$ cat src/rtl/mtf_pkg.sv
package mtf_pkg;

  // transaction kind codes
  localparam logic [1:0] KIND_TOUCH  = 2'd0;
  localparam logic [1:0] KIND_APPEND = 2'd1;
  localparam logic [1:0] KIND_READ   = 2'd2;

  typedef struct packed {
    logic [1:0] kind;
    logic [7:0] entry_id;
    logic [4:0] position;
  } mtf_in_t;

  typedef struct packed {
    logic       hit;
    logic [4:0] found_position;
    logic       grew;
    logic       dropped;
    logic [5:0] count;
    logic [7:0] read_entry;
    logic       read_valid;
  } mtf_out_t;

  // per-cell control: load from the bus or take the neighbor's entry
  typedef struct packed {
    logic load;
    logic take;
  } mtf_cell_ctl_t;

endpackage

$ cat src/rtl/mtf_if.sv
interface mtf_in_if;
  import mtf_pkg::*;
  logic    valid;
  logic    ready;
  mtf_in_t payload;
  modport source (output valid, output payload, input ready);
  modport sink (input valid, input payload, output ready);
endinterface

interface mtf_out_if;
  import mtf_pkg::*;
  logic     valid;
  logic     ready;
  mtf_out_t payload;
  modport source (output valid, output payload, input ready);
  modport sink (input valid, input payload, output ready);
endinterface

$ cat src/rtl/move_to_front_recency_list.sv
// channel   dir  handshake      payload
// in_ch     in   valid/ready    kind, entry_id, position
// out_ch    out  valid/ready    hit, found_position, grew, dropped, count,
//                               read_entry, read_valid
//
// one transaction per cycle while the output queue has room: every cell compares and shifts in the same cycle,
// so the figure is set by the cell row plus the first-match priority pick.
// a result is registered into the output queue when its transaction is accepted.
// a two-entry output queue keeps input accepting while one result waits.
// reset (rst_n low, synchronous) empties the list and the queue; slot contents
// are not cleared, only entries below the count are ever read.
module move_to_front_recency_list #(
  parameter int LIST_DEPTH = 32,
  parameter int ID_BITS    = 8
) (
  input  logic     clk,
  input  logic     rst_n,
  mtf_in_if.sink   in_ch,
  mtf_out_if.source out_ch
);
  import mtf_pkg::*;

  localparam int CNT_W = $clog2(LIST_DEPTH + 1);
  localparam int IDX_W = $clog2(LIST_DEPTH);

  logic [CNT_W-1:0]      count_r;
  logic [CNT_W-1:0]      count_nxt;
  logic [ID_BITS-1:0]    key;
  logic [ID_BITS-1:0]    slot_id [LIST_DEPTH];
  logic [LIST_DEPTH-1:0] cell_match;
  logic [LIST_DEPTH-1:0] below_cnt;
  logic [LIST_DEPTH-1:0] upto_cnt;
  logic [LIST_DEPTH-1:0] at_cnt;
  logic [LIST_DEPTH-1:0] match_vec;
  logic [LIST_DEPTH-1:0] first_oh;
  logic [LIST_DEPTH-1:0] upto_hit;
  logic [LIST_DEPTH-1:0] shift_mask;
  mtf_cell_ctl_t         cell_ctl [LIST_DEPTH];
  logic [IDX_W-1:0]      fpos;
  logic [IDX_W-1:0]      rd_idx;
  logic                  acc;
  logic                  is_touch;
  logic                  is_append;
  logic                  is_read;
  logic                  full;
  logic                  hit;
  logic                  grew;
  logic                  dropped;
  logic                  rval;
  logic                  can_push;
  mtf_out_t              result;

  assign acc         = in_ch.valid && in_ch.ready;
  assign in_ch.ready = can_push;
  assign is_touch    = (in_ch.payload.kind == KIND_TOUCH);
  assign is_append   = (in_ch.payload.kind == KIND_APPEND);
  assign is_read     = (in_ch.payload.kind == KIND_READ);
  assign key         = ID_BITS'(in_ch.payload.entry_id);
  assign full        = (count_r == CNT_W'(LIST_DEPTH));

  genvar g;
  generate
    for (g = 0; g < LIST_DEPTH; g++) begin : g_cell
      logic [ID_BITS-1:0] prev_id;
      if (g == 0) begin : g_head
        assign prev_id = key;
      end else begin : g_body
        assign prev_id = slot_id[g-1];
      end

      assign below_cnt[g] = (CNT_W'(g) < count_r);
      assign upto_cnt[g]  = (CNT_W'(g) <= count_r);
      assign at_cnt[g]    = (CNT_W'(g) == count_r);

      always_comb begin
        cell_ctl[g].load = acc && ((is_touch && (g == 0)) ||
                                   (is_append && at_cnt[g] && !full));
        cell_ctl[g].take = acc && is_touch && (g != 0) && shift_mask[g];
      end

      mtf_cell #(
        .ID_BITS (ID_BITS)
      ) u_cell (
        .clk     (clk),
        .ctl     (cell_ctl[g]),
        .load_id (key),
        .prev_id (prev_id),
        .key     (key),
        .slot_id (slot_id[g]),
        .match   (cell_match[g])
      );
    end
  endgenerate

  // nearest-to-head match, and the mask of cells up to and including it
  assign match_vec  = cell_match & below_cnt;
  assign first_oh   = match_vec & (~match_vec + LIST_DEPTH'(1));
  assign upto_hit   = first_oh | (first_oh - LIST_DEPTH'(1));
  assign hit        = |match_vec;
  assign shift_mask = hit ? upto_hit : upto_cnt;

  always_comb begin
    fpos = '0;
    for (int i = 0; i < LIST_DEPTH; i++) begin
      if (first_oh[i]) begin
        fpos = fpos | IDX_W'(i);
      end
    end
  end

  assign grew    = (is_touch && !hit && !full) || (is_append && !full);
  assign dropped = (is_touch && !hit && full) || (is_append && full);
  assign rd_idx  = IDX_W'(in_ch.payload.position);
  assign rval    = is_read && (32'(in_ch.payload.position) < 32'(count_r));

  always_comb begin
    count_nxt = count_r;
    if (grew) begin
      count_nxt = count_r + CNT_W'(1);
    end
  end

  always_comb begin
    result.hit            = is_touch && hit;
    result.found_position = (is_touch && hit) ? 5'(fpos) : 5'd0;
    result.grew           = grew;
    result.dropped        = dropped;
    result.count          = 6'(count_nxt);
    result.read_entry     = rval ? 8'(slot_id[rd_idx]) : 8'd0;
    result.read_valid     = rval;
  end

  always_ff @(posedge clk) begin
    if (!rst_n) begin
      count_r <= '0;
    end else if (acc) begin
      count_r <= count_nxt;
    end
  end

  mtf_out_fifo u_out_fifo (
    .clk       (clk),
    .rst_n     (rst_n),
    .push_data (result),
    .push      (acc),
    .can_push  (can_push),
    .out_ch    (out_ch)
  );

  a_count_bound: assert property (@(posedge clk) disable iff (!rst_n)
    count_r <= CNT_W'(LIST_DEPTH))
    else $error("list count beyond depth");

  a_touch_head: assert property (@(posedge clk) disable iff (!rst_n)
    acc && is_touch |=> slot_id[0] == $past(key))
    else $error("touched id not at head");

  a_grew_count: assert property (@(posedge clk) disable iff (!rst_n)
    acc && grew |=> count_r == $past(count_r) + CNT_W'(1))
    else $error("count did not follow grew");

  a_hit_onehot: assert property (@(posedge clk) disable iff (!rst_n)
    hit |-> $onehot(first_oh))
    else $error("first match not unique");

endmodule

$ cat src/rtl/mtf_cell.sv
module mtf_cell #(
  parameter int ID_BITS = 8
) (
  input  logic                  clk,
  input  mtf_pkg::mtf_cell_ctl_t ctl,
  input  logic [ID_BITS-1:0]    load_id,
  input  logic [ID_BITS-1:0]    prev_id,
  input  logic [ID_BITS-1:0]    key,
  output logic [ID_BITS-1:0]    slot_id,
  output logic                  match
);
  import mtf_pkg::*;

  logic [ID_BITS-1:0] slot_r;

  always_ff @(posedge clk) begin
    if (ctl.load) begin
      slot_r <= load_id;
    end else if (ctl.take) begin
      slot_r <= prev_id;
    end
  end

  assign slot_id = slot_r;
  assign match   = (slot_r == key);

endmodule

$ cat src/rtl/mtf_out_fifo.sv
module mtf_out_fifo (
  input  logic             clk,
  input  logic             rst_n,
  input  mtf_pkg::mtf_out_t push_data,
  input  logic             push,
  output logic             can_push,
  mtf_out_if.source        out_ch
);
  import mtf_pkg::*;

  logic [1:0] fill_r;
  logic [1:0] fill_nxt;
  logic       wr_ptr_r;
  logic       rd_ptr_r;
  mtf_out_t   slot0_r;
  mtf_out_t   slot1_r;
  logic       pop;

  assign can_push       = (fill_r != 2'd2);
  assign out_ch.valid   = (fill_r != 2'd0);
  assign out_ch.payload = rd_ptr_r ? slot1_r : slot0_r;
  assign pop            = out_ch.valid && out_ch.ready;

  always_comb begin
    fill_nxt = fill_r;
    if (push && !pop) begin
      fill_nxt = fill_r + 2'd1;
    end else if (pop && !push) begin
      fill_nxt = fill_r - 2'd1;
    end
  end

  always_ff @(posedge clk) begin
    if (!rst_n) begin
      fill_r   <= 2'd0;
      wr_ptr_r <= 1'b0;
      rd_ptr_r <= 1'b0;
    end else begin
      fill_r <= fill_nxt;
      if (push) begin
        wr_ptr_r <= !wr_ptr_r;
      end
      if (pop) begin
        rd_ptr_r <= !rd_ptr_r;
      end
    end
  end

  always_ff @(posedge clk) begin
    if (push && !wr_ptr_r) begin
      slot0_r <= push_data;
    end
    if (push && wr_ptr_r) begin
      slot1_r <= push_data;
    end
  end

endmodule
$ cat src/flat_wrapper.sv
// flat-port wrapper written by rule: the top's interface ports become plain ports
module move_to_front_recency_list_flat import mtf_pkg::*;
#(
  parameter int LIST_DEPTH = 32,
  parameter int ID_BITS    = 8
)
  (clk, rst_n, in_ch_valid, in_ch_payload, in_ch_ready, out_ch_valid, out_ch_payload, out_ch_ready);
  mtf_in_if in_ch_i ();
  mtf_out_if out_ch_i ();
  input  logic clk;
  input  logic rst_n;
  input wire logic [$bits(in_ch_i.valid)-1:0] in_ch_valid;
  input wire logic [$bits(in_ch_i.payload)-1:0] in_ch_payload;
  output wire logic [$bits(in_ch_i.ready)-1:0] in_ch_ready;
  output wire logic [$bits(out_ch_i.valid)-1:0] out_ch_valid;
  output wire logic [$bits(out_ch_i.payload)-1:0] out_ch_payload;
  input wire logic [$bits(out_ch_i.ready)-1:0] out_ch_ready;
  assign in_ch_i.valid = in_ch_valid;
  assign in_ch_i.payload = in_ch_payload;
  assign in_ch_ready = in_ch_i.ready;
  assign out_ch_valid = out_ch_i.valid;
  assign out_ch_payload = out_ch_i.payload;
  assign out_ch_i.ready = out_ch_ready;
  move_to_front_recency_list #(.LIST_DEPTH(LIST_DEPTH), .ID_BITS(ID_BITS)) u_core (.clk(clk), .rst_n(rst_n), .in_ch(in_ch_i), .out_ch(out_ch_i));
endmodule
$ cat config.mk
export PLATFORM = sky130hd
export DESIGN_NAME = move_to_front_recency_list_flat
export DESIGN_NICKNAME = d
export VERILOG_FILES = /design/src/rtl/mtf_pkg.sv /design/src/rtl/mtf_if.sv /design/src/rtl/move_to_front_recency_list.sv /design/src/rtl/mtf_cell.sv /design/src/rtl/mtf_out_fifo.sv /design/src/flat_wrapper.sv
export SDC_FILE = /design/constraint.sdc
export NUM_CORES = 1
export LEC_CHECK = 0
export BUFFER_PORTS_ARGS = -buffer_cell sky130_fd_sc_hd__buf_2
export CORE_MARGIN = 2
export CORE_UTILIZATION = 49
export DETAILED_ROUTE_END_ITERATION = 12
export HOLD_SLACK_MARGIN = 0.03
export PLACE_DENSITY = 0.71
export SYNTH_ARGS = -nofsm -noshare
export SYNTH_HDL_FRONTEND = slang
export SYNTH_SLANG_ARGS = --single-unit
$ cat constraint.sdc
create_clock -name clk -period 10.5 [get_ports clk]
set_input_delay 0.525 -clock clk [delete_from_list [all_inputs] [get_ports clk]]
set_output_delay 0.525 -clock clk [all_outputs]
set_load 0.005 [all_outputs]
==> metrics.md, run 1 <==
| Metric | Value |
|---|---|
| Placed Instances | `2,010` |
| # H-tree levels | `2` |
| Post-synthesis cell type count | `72` |
| Drt wl/cell | `27.86 um` |
| Sequential cell area fraction in the yosys report | `46.18%` |
| Seq pwr share | `47.5%` |
| Syn. warnings | `0` |
| Syn avg cell area | `13.08 um^2` |
| Hold Fails Final Rpt | `0` |
| Starting DRT DRC Count | `1,466` |
| Starting Density | `49.38%` |
| RSZ-0062 raised after global routing | `false` |
| Clock Skew | `0.02055 ns` |
| Top FF cell, synth | `edfxtp_1` |
| Int Power | `2.242 mW` |
| Complex-gate fraction of the synthesized area | `4.190%` |
| Leading cell type in the layout, fill and taps excluded | `edfxtp_1` |
| Setup Buffers After CTS | `0` |
| Adder-cell share of the synthesized area | `0.5611%` |
| Post-Synth XOR/XNOR Area | `11.56%` |
| Routed Antenna Nets | `0` |
| Skew-Pair Late Insertion Delay | `0.57 ns` |
| Post-synth EDFFs | `302` |
| CP max-delay cell | `o31ai_1` |
| Final Max Slew Viols | `0` |
| Clock slew seen by the registers of the worst setup and hold paths | `0.06 ns` |
| Resized cells post-CTS | `0` |
| Arrival time at the worst endpoint | `5.71 ns` |
| # fillers | `3,386` |
| Gate Count Post-Synth | `1,534` |
| Initial antenna violation count | `1` |
| CTS Sinks | `312` |
| Largest net degree at the start of global routing | `66` |
| Cell Count, Final, Fillers Out | `2,076` |
| All-Layer GR Usage | `27.50%` |
| Max-slew headroom | `13.57%` |
| Share of post-route cells with drive strength above 1 | `31.93%` |
| Simple logic cell fraction of the synthesized area | `8.822%` |
| Worst IR Drop VDD | `99.22 uV` |
| Design area | `0.02157 mm^2` |
| Pre-CTS setup slack | `4.681 ns` |
| TritonRoute pass-1 iters | `5` |
| Total core area | `0.04065 mm^2` |
| DRC | `0` |
| CTS tree | `built` |
| Worst path most repeated cell | `nor3_1` |
| Number of core rows | `74` |
| Fmax | `0.1806 GHz` |
| Hold-fix buffers, CTS | `0` |
| Post-synthesis mux area share | `24.89%` |
| Syn Nets | `1,562` |
| Hold Path Class | `input pin to flop` |
| Flops & latches, synth | `312` |
| Outcome | `completed` |
| Final GP Congestion | `0.9965` |
| CP max stage delay | `1.06 ns` |
| Width of the die | `206.4 um` |
| Power Density | `139.1 mW/mm^2` |
| Worst setup EP type | `flop` |
| IO buf count | `43` |
| Most frequent cells in the layout | `edfxtp_1 (302), mux2_2 (272), xnor2_1 (173)` |
| Congestion Overflow GR | `0` |
| CP cell instances | `clkinv_1 -> ha_1 -> inv_1 -> nor3_1 -> nor4_1 -> nor3_1 -> nand4b_1 -> or3_1 -> nor3b_1 -> o31ai_1` |
| Ant diodes | `0` |
| Fin crit share | `52.74%` |
| Dpl hpwl | `40,870 um` |
| Final WL | `57,830 um` |
| Layout Area Growth over Synthesis | `7.500%` |
| Max Cap Viol | `0` |
| Switching share of power | `25.29%` |
| Power share of the combinational group | `12.1%` |
| Clk network pwr share | `40.4%` |
| Final hold slack | `0.3918 ns` |
| # setup viols final | `0` |
| Reg area | `0.009269 mm^2` |
| WS Path Type | `flop to flop` |
| P_leak | `7.065 nW` |
| Number of global-route vias before repair | `13,444` |
| Setup WS post-layout | `4.962 ns` |
| Startpoint types | `flop` |
| DP Area | `0.02046 mm^2` |
| Die Y | `206.4 um` |
| Slew @ Worst Pin | `1.285 ns` |
| Multi-input gate area | `0.01004 mm^2` |
| Area of the mapped netlist | `0.02007 mm^2` |
| Bufs on Longest Clock Path | `3` |
| Total I/O pin count | `44` |
| Via/cell ratio | `6.539` |
| Setup TNS | `0 ns` |
| Nets | `1,545` |
| CTS buffer count | `36` |
| First-pass GRT wire length | `86,040 um` |
| Req. time, crit path | `10.67 ns` |
| Crit path max fanout | `25` |
| Crit path time final | `5.538 ns` |
| Largest family of logic cells by synthesized area | `multiplexers` |
| P_sw | `758.9 uW` |
| Via count | `13,575` |
| Ys async rst share | `0%` |
| Die area | `0.04259 mm^2` |
| CTS Root Cell | `clkbuf_16` |
[critical path, delay by kind of cell (launching register included)]
kind                     cells  cell delay (ns)
AND/OR/NAND/NOR              6             2.15
AO/OA/AOI/OAI                1             1.06
buffers and inverters        2             0.75
adder cells (fa/ha/maj)      1             0.52
flip-flops                   1             0.64
[registers in the layout, indices dropped and copies added (netlist names)]
signal and count:
u_core.u_out_fifo.slot0_r 23, u_core.u_out_fifo.rd_ptr_r 1, u_core.u_out_fifo.wr_ptr_r 1, u_core.g_cell.u_cell.slot_id 256, u_core.u_out_fifo.slot1_r 23, u_core.count_r 6, u_core.u_out_fifo.fill_r 2
[logic make-up (layout without fill, tap and decap cells)]
| logic type | count (synthesis) | in the layout |
|---|---|---|
| fa+ha+maj | 9 | 9 |
| mux | 365 | 365 |
| simple gates | 315 | 315 |
| buf+inv | 145 | 155 |
| xor+xnor | 265 | 265 |
| flops | 312 | 312 |
| compound gates | 123 | 123 |
[power groups by stage]
stage                     logic (mW)  registers [mW]  clock network (mW)
final                          0.363            1.42                1.21
after global routing           0.391            1.43                1.28
after CTS                      0.362            1.43                1.23
after detailed placement       0.359            1.45                   0
after global placement         0.356            1.45                   0
after floorplan                0.260            1.43                   0
[metal layers]
layer	track usage [%]	up-vias	wire length, um
li1	-	5821	-
met1	38.14	6881	23820
met2	42.70	748	26340
met3	4.904	123	5425
met4	11.33	2	2233
met5	0	-	10
[through the flow]
stage | power (mW) | util, %
after floorplan | 1.692 | -
after global placement | 1.804 | 50.33
after detailed placement | 1.811 | 50.33
after CTS | 3.017 | 53.06
after global routing | 3.095 | 53.08
final | 3.001 | 53.08
[final timing paths]
kind	slack, ns	startpoint	to	depth (start not counted)
worst min-delay path	0.39	out_ch_ready	u_core.u_out_fifo.rd_ptr_r	4
worst min register to register	0.51	u_core.u_out_fifo.fill_r[1]	u_core.u_out_fifo.fill_r[1]	2
worst max register to register	4.96	u_core.count_r[0]	u_core.g_cell[21].u_cell.slot_id[5]	10
worst max-delay path	4.96	u_core.count_r[0]	u_core.g_cell[21].u_cell.slot_id[5]	10
[cells in the mapped netlist (all sizes together) (4+ instances only)]
master | instances | share of area, %
a211o | 4 | 0.17
a211oi | 7 | 0.26
a21oi | 23 | 0.59
a311o | 4 | 0.20
a31o | 6 | 0.26
a31oi | 6 | 0.19
and2 | 7 | 0.22
and3 | 20 | 0.62
buf | 63 | 2.3
clkbuf | 60 | 1.1
clkinv | 4 | 0.075
dfxtp | 10 | 1.0
edfxtp | 302 | 45
ha | 9 | 0.56
inv | 18 | 0.34
mux2 | 272 | 15
mux2i | 13 | 0.65
mux4 | 80 | 9.0
nand2 | 41 | 0.77
nand2b | 5 | 0.16
nand3 | 30 | 0.75
nand3b | 7 | 0.26
nand4 | 44 | 1.4
nand4b | 5 | 0.22
nor2 | 49 | 0.94
nor2b | 7 | 0.22
nor3 | 41 | 1.1
nor4 | 30 | 1.1
o21ai | 30 | 0.75
o21bai | 4 | 0.15
o31ai | 9 | 0.34
or2 | 8 | 0.25
or3 | 9 | 0.31
xnor2 | 173 | 7.5
xor2 | 92 | 4.0
[area by class of cell]
| cell class | count | area share [%] |
|---|---|---|
| multi-input combinational | 1077 | 46.55 |
| sequential | 312 | 42.96 |
| clock buffer | 44 | 4.553 |
| tap | 532 | 3.085 |
| timing repair buffer | 68 | 1.879 |
| clock inverter | 21 | 0.5915 |
| inverter | 22 | 0.3828 |
No activity file was read; power rests on OpenSTA's default activity.
==> inputs of run 2 (changes only) <==
==> constraint.sdc (replaced) <==
create_clock -name clk -period 5.4 [get_ports clk]
set_input_delay 0.27 -clock clk [delete_from_list [all_inputs] [get_ports clk]]
set_output_delay 0.27 -clock clk [all_outputs]
set_load 0.005 [all_outputs]
==> run 2 against run 1 <==
Effect of this change: worst hold slack got worse by 0.24 ns; critical path depth rose by 1; largest power group unchanged; power rose by 100%; clock power rose by 110%; fmax rose by 17%; routed wire length rose by 3.4%; critical path type unchanged; global-route usage rose by 0.75 points.
==> metrics.md, run 2 (same netlist as run 1, synthesis figures left out) <==
| Metric | Value |
|---|---|
| Starting Density | `49.38% (unchanged)` |
| CTS Root Cell | `clkbuf_16 (unchanged)` |
| Width of the die | `206.4 um (unchanged)` |
| Hold Path Class | `input pin to flop (unchanged)` |
| Hold-fix buffers, CTS | `0 (unchanged)` |
| Via count | `13,666 (was 13,575)` |
| Final WL | `59,780 um (was 57,830 um)` |
| Worst setup EP type | `flop (unchanged)` |
| Slew @ Worst Pin | `1.232 ns (was 1.285 ns)` |
| R2R setup slack | `0.66 ns (was 4.96 ns)` |
| Dpl hpwl | `43,870 um (was 40,870 um)` |
| Total core area | `0.04065 mm^2 (unchanged)` |
| Hold Crit Depth | `4 (unchanged)` |
| Reg area | `0.009269 mm^2 (unchanged)` |
| Outcome | `completed (unchanged)` |
| Resized cells post-CTS | `0 (unchanged)` |
| IO buf count | `43 (unchanged)` |
| Die Y | `206.4 um (unchanged)` |
| CP cell instances | `clkinv_1 -> ha_1 -> inv_1 -> nor4_1 -> buf_4 -> nor3_1 -> nand2_1 -> nor2_1 -> nand3_1 -> a22oi_1 -> buf_4 (was clkinv_1 -> ha_1 -> inv_1 -> nor3_1 -> nor4_1 -> nor3_1 -> nand4b_1 -> or3_1 -> nor3b_1 -> o31ai_1)` |
| Crit path time final | `4.743 ns (was 5.538 ns)` |
| Final GP Congestion | `0.9588 (was 0.9965)` |
| Setup WS post-layout | `0.6566 ns (was 4.962 ns)` |
| CTS Sinks | `312 (unchanged)` |
| Max-slew headroom | `17.00% (was 13.57%)` |
| Worst IR Drop VDD | `204.1 uV (was 99.22 uV)` |
| Multi-input gate area | `0.01004 mm^2 (unchanged)` |
| Reg2reg path depth | `11 (was 10)` |
| Starting DRT DRC Count | `1,592 (was 1,466)` |
| Bufs on Longest Clock Path | `3 (unchanged)` |
| Setup Buffers After CTS | `0 (unchanged)` |
| All-Layer GR Usage | `28.25% (was 27.50%)` |
| Number of core rows | `74 (unchanged)` |
| Die area | `0.04259 mm^2 (unchanged)` |
| Design area | `0.02206 mm^2 (was 0.02157 mm^2)` |
| RR Endpoint | `u_core.g_cell[9].u_cell.slot_id[4] (was u_core.g_cell[21].u_cell.slot_id[5])` |
| WS Path Type | `flop to flop (unchanged)` |
| Hold Crit Start | `out_ch_ready (unchanged)` |
| CP max stage delay | `0.59 ns (was 1.06 ns)` |
| Arrival time at the worst endpoint | `4.99 ns (was 5.71 ns)` |
| Worst r2r src | `u_core.count_r[0] (unchanged)` |
| Worst path most repeated cell | `buf_4 (was nor3_1)` |
| Initial antenna violation count | `2 (was 1)` |
| Req. time, crit path | `5.65 ns (was 10.67 ns)` |
| Final Max Slew Viols | `0 (unchanged)` |
| # H-tree levels | `2 (unchanged)` |
| Leading cell type in the layout, fill and taps excluded | `edfxtp_1 (unchanged)` |
| Total I/O pin count | `44 (unchanged)` |
| Fmax | `0.2108 GHz (was 0.1806 GHz)` |
| DRC | `0 (unchanged)` |
| Most frequent cells in the layout | `edfxtp_1 (302), mux2_2 (272), xnor2_1 (173) (unchanged)` |
| Max reg flops | `256 (unchanged)` |
| Number of global-route vias before repair | `13,327 (was 13,444)` |
| Fin crit share | `87.84% (was 52.74%)` |
| Crit path max fanout | `10 (was 25)` |
| Routed Antenna Nets | `0 (unchanged)` |
| # fillers | `3,324 (was 3,386)` |
| Power Density | `275.3 mW/mm^2 (was 139.1 mW/mm^2)` |
| RSZ-0062 raised after global routing | `false (unchanged)` |
| Top Family by Delay on Critical Path | `simple AND/OR/NAND/NOR gates (unchanged)` |
| DP Area | `0.02083 mm^2 (was 0.02046 mm^2)` |
| Skew-Pair Late Insertion Delay | `0.55 ns (was 0.57 ns)` |
| CTS buffer count | `36 (unchanged)` |
| Hold Crit Endpoint | `u_core.u_out_fifo.rd_ptr_r (unchanged)` |
| Setup TNS | `0 ns (unchanged)` |
| WP buf/inv | `4 (was 2)` |
| CP max-delay cell | `nor2_1 (was o31ai_1)` |
| Hold Fails Final Rpt | `0 (unchanged)` |
| First-pass GRT wire length | `88,090 um (was 86,040 um)` |
| Clock slew seen by the registers of the worst setup and hold paths | `0.07 ns (was 0.06 ns)` |
| Clock Skew | `0.01807 ns (was 0.02055 ns)` |
| Startpoint types | `flop (unchanged)` |
| Pre-CTS setup slack | `0.8653 ns (was 4.681 ns)` |
| Congestion Overflow GR | `0 (unchanged)` |
| Drt wl/cell | `28.36 um (was 27.86 um)` |
| Via/cell ratio | `6.483 (was 6.539)` |
| Share of post-route cells with drive strength above 1 | `33.86% (was 31.93%)` |
| Nets | `1,577 (was 1,545)` |
| TritonRoute pass-1 iters | `5 (unchanged)` |
| CTS tree | `built (unchanged)` |
| Layout Area Growth over Synthesis | `9.906% (was 7.500%)` |
| P_leak | `7.329 nW (was 7.065 nW)` |
| # setup viols final | `0 (unchanged)` |
| Max Cap Viol | `0 (unchanged)` |
| Largest net degree at the start of global routing | `65 (was 66)` |
run 2: power breakdown:
part	internal, mW	total [mW]	switching (mW)
Clock	1.54	2.58	1.04
Combinational	0.320	0.728	0.409
Sequential	2.71	2.77	0.0568
Total	4.57	6.07	1.50
run 2: cell type report:
type | instances | share of cell area [%]
multi-input cells | 1077 | 45.53
flip-flops and latches | 312 | 42.02
clock buffers | 43 | 4.436
repair buffers | 100 | 3.494
well taps | 532 | 3.018
clock inverters | 20 | 1.106
inverters | 22 | 0.3744
diodes | 2 | 0.02269
run 2: through the flow:
step | instances | utilization [%] | hold WS, ns | power, mW
2_1_floorplan | 1534 | - | 0.3689 | 3.289
3_5_place_dp | 2043 | 51.25 | 0.5813 | 3.547
4_1_cts | 2106 | 54.25 | 0.1391 | 6.104
5_1_grt | 2106 | 54.25 | 0.1643 | 6.244
3_3_place_gp | 2043 | 51.25 | 0.4888 | 3.533
6_report | 2108 | 54.27 | 0.1542 | 6.073
run 2: worst min-delay path: stages:
cell     delay [ns]
buf_2          0.07
nand2_1        0.08
xnor2_1        0.13
and2_1         0.11
run 2: worst max-delay path by stage:
| stage | from | endpoint | depth (start not counted) |
|---|---|---|---|
| 6_report | u_core.count_r[0] | u_core.g_cell[9].u_cell.slot_id[4] | 11 |
| 5_1_grt | u_core.count_r[0] | u_core.g_cell[26].u_cell.slot_id[2] | 10 |
| 4_1_cts | u_core.count_r[0] | u_core.g_cell[9].u_cell.slot_id[0] | 11 |
| 3_5_place_dp | u_core.count_r[0] | u_core.g_cell[9].u_cell.slot_id[4] | 11 |
| 3_3_place_gp | u_core.count_r[4] | u_core.g_cell[7].u_cell.slot_id[0] | 9 |
| 2_1_floorplan | u_core.count_r[0] | u_core.g_cell[8].u_cell.slot_id[0] | 15 |
run 2: routing by layer:
metal  wire length, um  global-route usage (%)  up-vias
li1                  -                       -     5887
met1             24820                   39.59     6966
met2             28050                   45.40      698
met3              4891                   3.453      111
met4              1991                   9.898        4
met5                27                       0        -
==> inputs of run 3 (changes only) <==
--- a/config.mk
+++ b/config.mk
@@ -8,9 +8,10 @@
 export BUFFER_PORTS_ARGS = -buffer_cell sky130_fd_sc_hd__buf_2
 export CORE_MARGIN = 2
 export CORE_UTILIZATION = 49
+export CTS_BUF_LIST = sky130_fd_sc_hd__clkbuf_8
 export DETAILED_ROUTE_END_ITERATION = 12
 export HOLD_SLACK_MARGIN = 0.03
-export PLACE_DENSITY = 0.71
+export PLACE_DENSITY_LB_ADDON = 0.08
 export SYNTH_ARGS = -nofsm -noshare
 export SYNTH_HDL_FRONTEND = slang
 export SYNTH_SLANG_ARGS = --single-unit
==> run 3 against run 2 <==
Effect of this change: sequential share of layout area is 0.42 points higher; setup slack better by 0.096 ns; routed wire length is 5.7% higher; clock power is 19% lower; final cell count is 1.8% higher; register-to-register slack better by 0.096 ns; critical path type unchanged; critical path depth stayed put; via count is 0.86% higher; clock-buffer cell count is 13 higher; first-iteration DRC count is 3.8% lower.
==> metrics.md, run 3 (same netlist as run 1, synthesis figures left out) <==
| Metric | Value |
|---|---|
| Int Power | `4.093 mW (was 4.571 mW)` |
| Slew @ Worst Pin | `1.090 ns (was 1.232 ns)` |
| P_leak | `7.303 nW (was 7.329 nW)` |
| Power Density | `256.0 mW/mm^2 (was 275.3 mW/mm^2)` |
| Final Max Slew Viols | `0 (unchanged)` |
| All-Layer GR Usage | `29.93% (was 28.25%)` |
| Max Cap Viol | `0 (unchanged)` |
| Die Y | `206.4 um (unchanged)` |
| Drt wl/cell | `29.47 um (was 28.36 um)` |
| Power share of the combinational group | `13.2% (was 12.0%)` |
| Nets | `1,600 (was 1,577)` |
| WP buf/inv | `3 (was 4)` |
| # H-tree levels | `2 (unchanged)` |
| IO buf count | `43 (unchanged)` |
| Startpoint types | `flop (unchanged)` |
| Met2 Usage GRT | `47.00% (was 45.40%)` |
| Layout Area Growth over Synthesis | `8.822% (was 9.906%)` |
| Multi-input gate area | `0.01004 mm^2 (unchanged)` |
| R2R setup slack | `0.75 ns (was 0.66 ns)` |
| Placed Instances | `2,046 (was 2,043)` |
| Req. time, crit path | `5.73 ns (was 5.65 ns)` |
| DP Area | `0.02082 mm^2 (was 0.02083 mm^2)` |
| Met1 Track Usage GR | `41.84% (was 39.59%)` |
| Worst IR Drop VDD | `165.1 uV (was 204.1 uV)` |
| First-pass GRT wire length | `92,090 um (was 88,090 um)` |
| Most frequent cells in the layout | `edfxtp_1 (302), mux2_2 (272), xnor2_1 (173) (unchanged)` |
| Crit path time final | `4.647 ns (was 4.743 ns)` |
| Largest net degree at the start of global routing | `65 (unchanged)` |
| Final WL | `63,210 um (was 59,780 um)` |
| Share of post-route cells with drive strength above 1 | `34.00% (was 33.86%)` |
| CP max stage delay | `0.60 ns (was 0.59 ns)` |
| Die area | `0.04259 mm^2 (unchanged)` |
| DRC | `0 (unchanged)` |
| Most Used Layer, Global Route | `met2 (unchanged)` |
| Via/cell ratio | `6.426 (was 6.483)` |
| Number of core rows | `74 (unchanged)` |
| Worst setup EP type | `flop (unchanged)` |
| Top Family by Delay on Critical Path | `simple AND/OR/NAND/NOR gates (unchanged)` |
| # setup viols final | `0 (unchanged)` |
| Clock Skew | `0.02510 ns (was 0.01807 ns)` |
| Worst path most repeated cell | `nor3_1 (was buf_4)` |
| Final GP Congestion | `0.9750 (was 0.9588)` |
| Crit path max fanout | `10 (unchanged)` |
| Leading cell type in the layout, fill and taps excluded | `edfxtp_1 (unchanged)` |
| Routed Antenna Nets | `0 (unchanged)` |
| Bufs on Longest Clock Path | `3 (unchanged)` |
| P_sw | `1.498 mW (was 1.502 mW)` |
| Seq pwr share | `49.5% (was 45.6%)` |
| CTS buffer count | `55 (was 36)` |
| Width of the die | `206.4 um (unchanged)` |
| Congestion Overflow GR | `0 (unchanged)` |
| Design area | `0.02184 mm^2 (was 0.02206 mm^2)` |
| CP max-delay cell | `or3_1 (was nor2_1)` |
| Setup Buffers After CTS | `0 (unchanged)` |
| Initial antenna violation count | `2 (unchanged)` |
| Setup TNS | `0 ns (unchanged)` |
| Clock slew seen by the registers of the worst setup and hold paths | `0.06 ns (was 0.07 ns)` |
| Resized cells post-CTS | `0 (unchanged)` |
| Hold-fix buffers, CTS | `1 (was 0)` |
| Arrival time at the worst endpoint | `4.98 ns (was 4.99 ns)` |
| Hold Fails Final Rpt | `0 (unchanged)` |
| Outcome | `completed (unchanged)` |
| Total core area | `0.04065 mm^2 (unchanged)` |
| Dpl hpwl | `45,950 um (was 43,870 um)` |
| Number of global-route vias before repair | `13,462 (was 13,327)` |
| Starting Density | `49.38% (unchanged)` |
| # fillers | `3,507 (was 3,324)` |
| Via count | `13,783 (was 13,666)` |
| Reg area | `0.009269 mm^2 (unchanged)` |
| Clk network pwr share | `37.2% (was 42.4%)` |
| Switching share of power | `26.79% (was 24.73%)` |
| CTS tree | `built (unchanged)` |
| Fin crit share | `86.06% (was 87.84%)` |
| Total I/O pin count | `44 (unchanged)` |
| Fmax | `0.2152 GHz (was 0.2108 GHz)` |
| Finished Core Util | `53.73% (was 54.27%)` |
| Met3 Track Usage GR | `4.825% (was 3.453%)` |
| Hold Path Class | `input pin to flop (unchanged)` |
| RSZ-0062 raised after global routing | `false (unchanged)` |
| WS Path Type | `flop to flop (unchanged)` |
| CTS Sinks | `312 (unchanged)` |
| Starting DRT DRC Count | `1,532 (was 1,592)` |
| Max reg flops | `256 (unchanged)` |
| Skew-Pair Late Insertion Delay | `0.65 ns (was 0.55 ns)` |
| Max-slew headroom | `26.75% (was 17.00%)` |
| CTS Root Cell | `clkbuf_8 (was clkbuf_16)` |
| CP cell instances | `clkinv_1 -> ha_1 -> inv_1 -> nor3_1 -> nor4_1 -> nor3_1 -> nand4b_1 -> or3_1 -> buf_4 -> a211o_1 -> a31o_1 (was clkinv_1 -> ha_1 -> inv_1 -> nor4_1 -> buf_4 -> nor3_1 -> nand2_1 -> nor2_1 -> nand3_1 -> a22oi_1 -> buf_4)` |
| TritonRoute pass-1 iters | `5 (unchanged)` |
| Cell Count, Final, Fillers Out | `2,145 (was 2,108)` |
==> run 3: power by group through the flow <==
stage | logic (mW) | clock network, mW | registers, mW
3_5_place_dp | 0.739 | 0 | 2.82
3_3_place_gp | 0.740 | 0 | 2.82
2_1_floorplan | 0.506 | 0 | 2.78
6_report | 0.741 | 2.08 | 2.77
4_1_cts | 0.744 | 2.12 | 2.77
5_1_grt | 0.794 | 2.21 | 2.78
==> run 3: layer usage <==
metal | vias up | routed length, um
met5 | - | 12
met4 | 2 | 2238
met3 | 115 | 4589
met2 | 631 | 29300
met1 | 7095 | 27070
li1 | 5940 | -
==> run 3: path summary, 6_finish.rpt <==
| path | start | cells past startpoint | end |
|---|---|---|---|
| min reg2reg | u_core.u_out_fifo.fill_r[1] | 2 | u_core.u_out_fifo.fill_r[1] |
| min | rst_n | 3 | u_core.count_r[0] |
| max | u_core.count_r[0] | 11 | u_core.g_cell[29].u_cell.slot_id[0] |
| max reg2reg | u_core.count_r[0] | 11 | u_core.g_cell[29].u_cell.slot_id[0] |
==> run 3: worst min-delay path, cell delays in order <==
cell,delay [ns]
buf_2,0.22
nand2_1,0.11
mux2i_1,0.06
==> run 3: cell type report <==
cell class	count	area share (%)
multi-input combinational	1077	45.98
sequential	312	42.44
timing repair buffer	104	3.541
clock buffer	56	3.529
tap	532	3.048
clock inverter	41	1.071
inverter	22	0.3781
antenna	1	0.01146
==> run 3: stage by stage <==
step                      power [mW]  hold WS (ns)  setup WS (ns)
after floorplan                3.289        0.3689          1.610
after global placement         3.559        0.4869          1.015
after detailed placement       3.561        0.5056         0.9409
after CTS                      5.640       0.03154         0.9158
after global routing           5.782       0.06261         0.5372
final                          5.592       0.06451         0.7526
